===== src/sv/psws_pkg.sv =====
`timescale 1ns / 1ps

package psws_pkg;

    localparam int DEF_BOARDS   = 8;
    localparam int DEF_CHANNELS = 8;
    localparam int DEF_SAMPLES  = 256;
    localparam int CHIP_COUNT   = 4;

    localparam logic [15:0] HITBUS_RESET = 16'h1000;
    localparam logic signed [12:0] STAT_START_MAX = -13'sd4095;
    localparam logic signed [12:0] STAT_START_MIN = 13'sd4095;
    localparam logic [8:0] COUNT_CAP = 9'd256;

    localparam int MUL_STEPS  = 20;
    localparam int ROOT_STEPS = 29;
    localparam int QUO_BITS   = 29;

    typedef enum logic [1:0] {
        CMD_LOAD = 2'd0,
        CMD_SUB  = 2'd1,
        CMD_ADD  = 2'd2,
        CMD_NONE = 2'd3
    } cmd_t;

    typedef struct packed {
        logic signed [20:0] sum;
        logic [32:0]        sum_sq;
        logic [8:0]         count;
    } stat_sums_t;

    typedef struct packed {
        logic signed [20:0] mean;
        logic [19:0]        rms;
    } stat_res_t;

endpackage


===== src/sv/psws_finish.sv =====
`timescale 1ns / 1ps

module psws_finish
    import psws_pkg::*;
(
    input  logic       clk,
    input  logic       rst_n,
    input  logic       start,
    input  stat_sums_t sums,
    output logic       done,
    output stat_res_t  res
);

    typedef enum logic [6:0] {
        F_IDLE = 7'b0000001,
        F_MUL  = 7'b0000010,
        F_DIFF = 7'b0000100,
        F_SQRT = 7'b0001000,
        F_DIVR = 7'b0010000,
        F_DIVM = 7'b0100000,
        F_DONE = 7'b1000000
    } fstate_t;

    fstate_t state_reg, state_next;

    logic [4:0]  cnt_reg;
    logic        neg_reg;
    logic [19:0] sabs_reg;
    logic [8:0]  n_reg;
    logic [40:0] mul_a_reg;
    logic [8:0]  mul_n_reg;
    logic [39:0] mcand_reg;
    logic [19:0] mul_s_reg;
    logic [40:0] acc_a_reg;
    logic [39:0] acc_b_reg;
    logic [57:0] rad_reg;
    logic [28:0] root_reg;
    logic [30:0] rem_reg;
    logic [28:0] dvd_reg;
    logic [8:0]  drem_reg;
    stat_res_t   res_reg;

    logic [19:0] start_abs;
    logic [31:0] rem_sh;
    logic [31:0] trial;
    logic        root_bit;
    logic [28:0] root_nx;
    logic [30:0] rem_nx;
    logic [9:0]  drem_sh;
    logic        q_bit;
    logic [28:0] q_nx;
    logic [8:0]  drem_nx;

    assign start_abs = sums.sum[20] ? 20'(-sums.sum) : 20'(sums.sum);

    always_comb
    begin
        rem_sh   = {rem_reg[29:0], rad_reg[57:56]};
        trial    = {1'b0, root_reg, 2'b01};
        root_bit = rem_sh >= trial;
        root_nx  = {root_reg[27:0], root_bit};
        rem_nx   = root_bit ? 31'(rem_sh - trial) : 31'(rem_sh);
        drem_sh  = {drem_reg, dvd_reg[28]};
        q_bit    = drem_sh >= {1'b0, n_reg};
        q_nx     = {dvd_reg[27:0], q_bit};
        drem_nx  = q_bit ? 9'(drem_sh - {1'b0, n_reg}) : 9'(drem_sh);
    end

    always_comb
    begin
        state_next = state_reg;
        unique case (state_reg)
            F_IDLE:
            begin
                if (start)
                begin
                    state_next = (sums.count == 9'd0) ? F_DONE : F_MUL;
                end
            end
            F_MUL:
            begin
                if (cnt_reg == 5'(MUL_STEPS - 1))
                begin
                    state_next = F_DIFF;
                end
            end
            F_DIFF:
            begin
                state_next = F_SQRT;
            end
            F_SQRT:
            begin
                if (cnt_reg == 5'(ROOT_STEPS - 1))
                begin
                    state_next = F_DIVR;
                end
            end
            F_DIVR:
            begin
                if (cnt_reg == 5'(QUO_BITS - 1))
                begin
                    state_next = F_DIVM;
                end
            end
            F_DIVM:
            begin
                if (cnt_reg == 5'(QUO_BITS - 1))
                begin
                    state_next = F_DONE;
                end
            end
            F_DONE:
            begin
                state_next = F_IDLE;
            end
            default:
            begin
                state_next = F_IDLE;
            end
        endcase
    end

    always_ff @(posedge clk or negedge rst_n)
    begin
        if (!rst_n)
        begin
            state_reg <= F_IDLE;
            cnt_reg   <= 5'd0;
        end
        else
        begin
            state_reg <= state_next;
            if (state_next != state_reg)
            begin
                cnt_reg <= 5'd0;
            end
            else
            begin
                cnt_reg <= cnt_reg + 5'd1;
            end
        end
    end

    always_ff @(posedge clk)
    begin
        unique case (state_reg)
            F_IDLE:
            begin
                if (start)
                begin
                    neg_reg   <= sums.sum[20];
                    sabs_reg  <= start_abs;
                    n_reg     <= sums.count;
                    mul_a_reg <= 41'(sums.sum_sq);
                    mul_n_reg <= sums.count;
                    mcand_reg <= 40'(start_abs);
                    mul_s_reg <= start_abs;
                    acc_a_reg <= 41'd0;
                    acc_b_reg <= 40'd0;
                    res_reg   <= '0;
                end
            end
            F_MUL:
            begin
                if (mul_n_reg[0])
                begin
                    acc_a_reg <= acc_a_reg + mul_a_reg;
                end
                if (mul_s_reg[0])
                begin
                    acc_b_reg <= acc_b_reg + mcand_reg;
                end
                mul_a_reg <= {mul_a_reg[39:0], 1'b0};
                mul_n_reg <= {1'b0, mul_n_reg[8:1]};
                mcand_reg <= {mcand_reg[38:0], 1'b0};
                mul_s_reg <= {1'b0, mul_s_reg[19:1]};
            end
            F_DIFF:
            begin
                rad_reg  <= {1'b0, 41'(acc_a_reg - {1'b0, acc_b_reg}), 16'd0};
                root_reg <= 29'd0;
                rem_reg  <= 31'd0;
            end
            F_SQRT:
            begin
                rad_reg  <= {rad_reg[55:0], 2'b00};
                root_reg <= root_nx;
                rem_reg  <= rem_nx;
                if (cnt_reg == 5'(ROOT_STEPS - 1))
                begin
                    dvd_reg  <= root_nx;
                    drem_reg <= 9'd0;
                end
            end
            F_DIVR:
            begin
                dvd_reg  <= q_nx;
                drem_reg <= drem_nx;
                if (cnt_reg == 5'(QUO_BITS - 1))
                begin
                    res_reg.rms <= q_nx[19:0];
                    dvd_reg     <= {1'b0, sabs_reg, 8'd0};
                    drem_reg    <= 9'd0;
                end
            end
            F_DIVM:
            begin
                dvd_reg  <= q_nx;
                drem_reg <= drem_nx;
                if (cnt_reg == 5'(QUO_BITS - 1))
                begin
                    res_reg.mean <= neg_reg ? 21'(-q_nx) : q_nx[20:0];
                end
            end
            F_DONE:
            begin
            end
            default:
            begin
            end
        endcase
    end

    assign done = (state_reg == F_DONE);
    assign res  = res_reg;

endmodule


===== config.mk =====
export PLATFORM = sky130hd
export DESIGN_NAME = psws_finish
export DESIGN_NICKNAME = d
export VERILOG_FILES = /design/src/sv/psws_pkg.sv /design/src/sv/psws_finish.sv
export SDC_FILE = /design/constraint.sdc
export NUM_CORES = 1
export LEC_CHECK = 0
export BUFFER_PORTS_ARGS = -buffer_cell sky130_fd_sc_hd__buf_2
export CAP_MARGIN = 15
export CORE_ASPECT_RATIO = 0.7
export CORE_MARGIN = 2
export CORE_UTILIZATION = 25
export CTS_BUF_LIST = sky130_fd_sc_hd__clkbuf_4 sky130_fd_sc_hd__clkbuf_8
export DETAILED_ROUTE_END_ITERATION = 7
export GPL_TIMING_DRIVEN = 0
export PLACE_DENSITY_LB_ADDON = 0.1
export SYNTH_ARGS = -nofsm -noshare
export SYNTH_HDL_FRONTEND = slang
export SYNTH_SLANG_ARGS = --single-unit

===== constraint.sdc =====
create_clock -name clk -period 9.7 [get_ports clk]
set_clock_uncertainty 0.2 [all_clocks]
set_input_delay 0.485 -clock clk [delete_from_list [all_inputs] [get_ports clk]]
set_output_delay 0.485 -clock clk [all_outputs]
set_load 0.005 [all_outputs]

== Word level (Yosys, flattened, before mapping) ==
Cells that the tools add are included.

* Register bits after elaboration: 429
* Input port bits: 66
* Output and inout bits: 42

* Add/subtract/negate cells: 8
* Magnitude comparators: 2
* Eq/ne operators: 16
* Muxes and demuxes: 39
* Reductions and logical operators: 13

{| class="wikitable"
|+ Operator list
! cell !! number
|-
| case mux 41 bit (2 select lines) || 2
|-
| case mux 40 bit (2 select lines) || 2
|-
| two-way mux 41 bit || 3
|-
| two-way mux 40 bit || 3
|-
| case mux 58 bit (2 select lines) || 1
|-
| case mux 29 bit (3 select lines) || 1
|-
| case mux 20 bit (2 select lines) || 2
|-
| two-way mux 20 bit || 3
|-
| case mux 30 bit (2 select lines) || 1
|-
| two-way mux 29 bit || 2
|-
| case mux 29 bit (2 select lines) || 1
|-
| two-way mux 21 bit || 2
|-
| two-way mux 7 bit || 6
|-
| case mux 21 bit (2 select lines) || 1
|-
| case mux 7 bit (6 select lines) || 1
|-
| adder 41 bit || 1
|-
| subtractor 41 x 40 -> 41 bit || 1
|-
| adder 40 bit || 1
|-
| two-way mux 9 bit || 4
|-
| >= comparator 32 x 31 -> 1 bit || 1
|-
| two-way mux 30 bit || 1
|-
| subtractor 30 bit || 1
|-
| case mux 9 bit (3 select lines) || 1
|-
| negator 21 bit || 1
|-
| other kinds (21) || 35
|}

== Logic depth before layout (Yosys ltp) ==
* Depth in word-level cells: 6
* Depth in mapped cells: 19
* Depth with buffers taken out: 18

== Worst setup path after synthesis ==
OpenSTA, ideal clock, no wires.

* Path type: flip-flop to flip-flop
* From: reg state_reg[4]
* To: reg state_reg[0]
* Setup time: 84 ps
* Arrival: 6410 ps
* Setup slack: 3006 ps
* Cell stages (with the launch flop): 6
* Path through: dfrtp_1 -> nor4_1 -> nand2b_1 -> a21oi_1 -> nor3_1 -> o2bb2ai_1

* Word-level cells in the longest chain between the ends: 2

{| class="wikitable"
|+ RTL lines
! item !! RTL line !! RTL
|-
| from (decl) || psws_finish.sv:24 || <nowiki>fstate_t state_reg, state_next;</nowiki>
|-
| from (signal assigned) || psws_finish.sv:132 || <nowiki>state_reg <= state_next;</nowiki>
|-
| == test 7 x 6 -> 1 bit, or another cell as far along || psws_finish.sv:72 || <nowiki>unique case (state_reg)</nowiki>
|-
| case mux 7 bit (6 select lines) * || psws_finish.sv:72 ||
|-
| named net state_next[0] || psws_finish.sv:24 ||
|}

Mark *: on every way through the listed nets, which the timed path passes. The rest lies on a longest branch.
A chain may end at the register's enable or synchronous reset.

== Worst setup path after layout ==
* From: reg dvd_reg[28]
* To: reg res_reg (netlist bit res[38]) (data pin)

* Word-level cells in the longest chain between the ends: 5

{| class="wikitable"
|+ RTL lines
! item !! RTL line !! RTL
|-
| from (decl) || psws_finish.sv:39 || <nowiki>logic [28:0] dvd_reg;</nowiki>
|-
| from (signal assigned) || psws_finish.sv:191 || <nowiki>dvd_reg <= root_nx;</nowiki>
|-
| from (signal assigned) || psws_finish.sv:197 || <nowiki>dvd_reg <= q_nx;</nowiki>
|-
| from (signal assigned) || psws_finish.sv:202 || <nowiki>dvd_reg <= {1'b0, sabs_reg, 8'd0};</nowiki>
|-
| >= comparator 10 x 9 -> 1 bit || psws_finish.sv:64 || <nowiki>q_bit = drem_sh >= {1'b0, n_reg};</nowiki>
|-
| negator 21 bit || psws_finish.sv:212 || <nowiki>res_reg.mean <= neg_reg ? 21'(-q_nx) : q_nx[20:0];</nowiki>
|-
| two-way mux 21 bit || psws_finish.sv:212 ||
|-
| two-way mux 21 bit || psws_finish.sv:210 || <nowiki>if (cnt_reg == 5'(QUO_BITS - 1))</nowiki>
|-
| case mux 21 bit (2 select lines) || psws_finish.sv:146 || <nowiki>unique case (state_reg)</nowiki>
|-
| to (decl) || psws_finish.sv:41 || <nowiki>stat_res_t res_reg;</nowiki>
|}

Every way passes these cells. The select of a mux whose other input is x is not followed.

==> run_results.csv <==
group,metric,value,unit
run_status,outcome,"finished clean",
clock_tree,clk_pin_slew_worst_paths,70,ps
clock_tree,htree_levels,3,
sta,finalHoldViolations,0,
synthesis,yosysSeqAreaShare,48.9,%
synthesis,syn-cell-area,25300,um2
setup_path,crit_family,"compound AO/OA/AOI/OAI gates",
sta,setup_ws,3900,ps
setup_path,cp_common_cell,"inv_1",
setup_path,critPathLaunchType,"flop",
global_routing,grt_util_all_layers,15.1,%
finish,final_common_cell,"edfxtp_1",
clock_tree,cts_inserted_buffers,80,
placement,gp_congestion,0.864,
finish,drive_above_1_share,9.81,%
clock_tree,cts.sinks,413,
finish,largest_register_ff_count,42,
clock_tree,hold_buffers,65,
clock_tree,post_cts_resized,0,
sta,fin_tns_setup,0,ps
sta,max_freq,172,MHz
synthesis,ys.warnings.count,0,
floorplan,start_util,25.2,%
sta,slew_violations,0,
sta,setup_viol,0,
sta,period_needed,5800,ps
clock_tree,clockBufferDepth,3,
run,cap_viol_max_count,0,
sta,fin_crit_sh,59.8,%
floorplan,die_area,104000,um2
finish,post-route-util,30.0,%
detailed_routing,dr.pass1.iters,5,
setup_path,crit_required,9950,ps
detailed_routing,antenna_left,0,
finish,final_area,30000,um2
synthesis,ys_ff_latch,413,
power_and_ir_drop,power_leakage,12.3,nW
detailed_routing,drc_errors,0,
setup_path,end_kind,"flop",
synthesis,synth_edf_count,401,
setup_path,path_buf_inv,4,
clock_tree,clk_latency,740,ps
floorplan,die_y,270,um
placement,port_buffers,107,
setup_path,crit_type,"reg2reg",
detailed_routing,drt_iter0_drc,1578,
global_routing,grt_max_degree,55,
global_routing,grt-ovfl-total,0,
placement,dp_hpwl,60.5,mm
synthesis,async_flop_share,2.91,%
synthesis,synth_area_per_cell,10.0,um2
global_routing,grt_pass1_wl,121,mm
setup_path,crit_arrival,6050,ps
detailed_routing,drt_wl_total,80.0,mm
power_and_ir_drop,power,8.83,mW
detailed_routing,viasPerCell,4.77,
clock_tree,cts_tree,"built",
synthesis,synthCells,2516,
hold_path,holdCritPathClass,"in2reg",
global_routing,grt_antenna_before_repair,9,
synthesis,ys_types,82,
clock_tree,cts-root-buf,"clkbuf_8",
setup_path,cpPeakStageDelay,670,ps
global_routing,grt_pass1_vias,19433,
sta,worst_slew_pin_slew,1260,ps
setup_path,path_max_fanout,10,
floorplan,fp-row-count,97,
sta,rsz0062_at_grt,"false",
power_and_ir_drop,ir_drop,0.101,mV
setup_path,path_cells,"inv_1 > ha_1 > inv_1 > fa_1 > a21o_1 > a21oi_1 > o21bai_1 > a211oi_1 > o221ai_1 > inv_1 > clkbuf_1 > ha_1 > nand2b_1 > or2_1 > or3_1 > or3_1 > o31ai_1 > xor2_1 > nor2_1",
floorplan,fp.coreArea,100000,um2
synthesis,synthFlopType,"edfxtp_1",
finish,fillers,10554,
clock_tree,post_cts.repair.setup_buffers,0,
placement,dpl_worst_slack,4030,ps
detailed_routing,vias,19956,
synthesis,synth_nets,2749,
placement,place_area,27800,um2
floorplan,ios,108,
detailed_routing,routedWlPerCell,19.1,um
finish,areaGrowthSynthToFinish,18.9,%
finish,final_cell_mix,"edfxtp_1, nand2_1, nor2_1",
setup_path,crit_slowest_cell,"clkbuf_1",
power_and_ir_drop,pwr_density_cell,294,nW/um2
floorplan,die_w,384,um
finish,fin_nets,3016,
sta,relSlewSlack,16.3,%
-- layer usage --
layer / share of wire [%] / vias up / global-route usage [%]
met5: 0 / - / 0
met1: 54 / 9700 / 24.0
met4: 2.0 / 0 / 3.76
met2: 39 / 448 / 20.6
li1: - / 9709 / -
met3: 5.0 / 99 / 2.88
-- cells in the mapped netlist, drive strengths merged, types with 26 or more instances --
library cell | instances | area share, %
nand3 | 34 | 0.67
edfxtp | 401 | 48
o21ai | 109 | 2.2
a21oi | 189 | 3.8
nand4 | 30 | 0.74
a21o | 94 | 2.8
inv | 120 | 1.8
nor2 | 245 | 3.6
a211oi | 33 | 1.0
o21a | 60 | 1.8
nor3 | 26 | 0.54
xnor2 | 93 | 3.2
and2 | 63 | 1.6
ha | 163 | 8.1
nand2b | 36 | 0.95
nand2 | 344 | 5.1
clkbuf | 91 | 1.4
xor2 | 79 | 2.7
-- report_power, final --
part	total [mW]	switching, mW	leakage [nW]	internal, mW
Combinational	4.18	2.57	7.59	1.61
Clock	1.80	0.864	0.820	0.941
Sequential	2.84	0.253	3.89	2.59
Total	8.83	3.69	12.3	5.14
-- metrics by stage --
stage / hold slack, ps / std cells
3_3_place_gp: 192 / 3959
3_5_place_dp: 192 / 3972
4_1_cts: 31.3 / 4181
5_1_grt: 50.2 / 4183
6_report: 96.3 / 4186
2_1_floorplan: -10.6 / 2516
-- tightest hold or removal path, stage by stage --
cell and delay (ps):
buf_2 110, inv_1 70, o21ai_0 160
-- cell families (layout without fill, tap and decap cells) --
family,count (synthesis),count (layout),synth area share [%]
compound gates,658,658,17.2
simple gates,881,881,16.0
other cells,0,5,0
mux,5,5,0.203
fa+ha+maj,167,167,8.39
flops,413,413,48.9
buf+inv,220,549,3.31
xor+xnor,172,172,5.97
-- path summary, 6_finish.rpt --
kind                                  start           end  slack [ps]  cells past startpoint
max in group asynchronous             rst_n  state_reg[0]        8890                      2
worst max register to register  dvd_reg[28]       res[38]        3900                     19
min in group asynchronous             rst_n  state_reg[3]         140                      2
worst max-delay path            dvd_reg[28]       res[38]        3900                     19
worst min-delay path               sums[43]   sabs_reg[1]         100                      3
worst min register to register   cnt_reg[0]    cnt_reg[0]         300                      1
-- final cells by class --
class                   instances  area, um2  area share (%)
flip-flops and latches        413      12300            41.1
inverters                     120        450            1.50
well taps                    1336       1670            5.57
multi-input cells            1883      12100            40.4
clock buffers                 100       1260            4.19
plain buffers                 100        388            1.29
repair buffers                185       1470            4.89
clock inverters                44        313            1.04
diodes                          5       12.5          0.0417
Note: power is estimated with default switching activity, not from simulation.
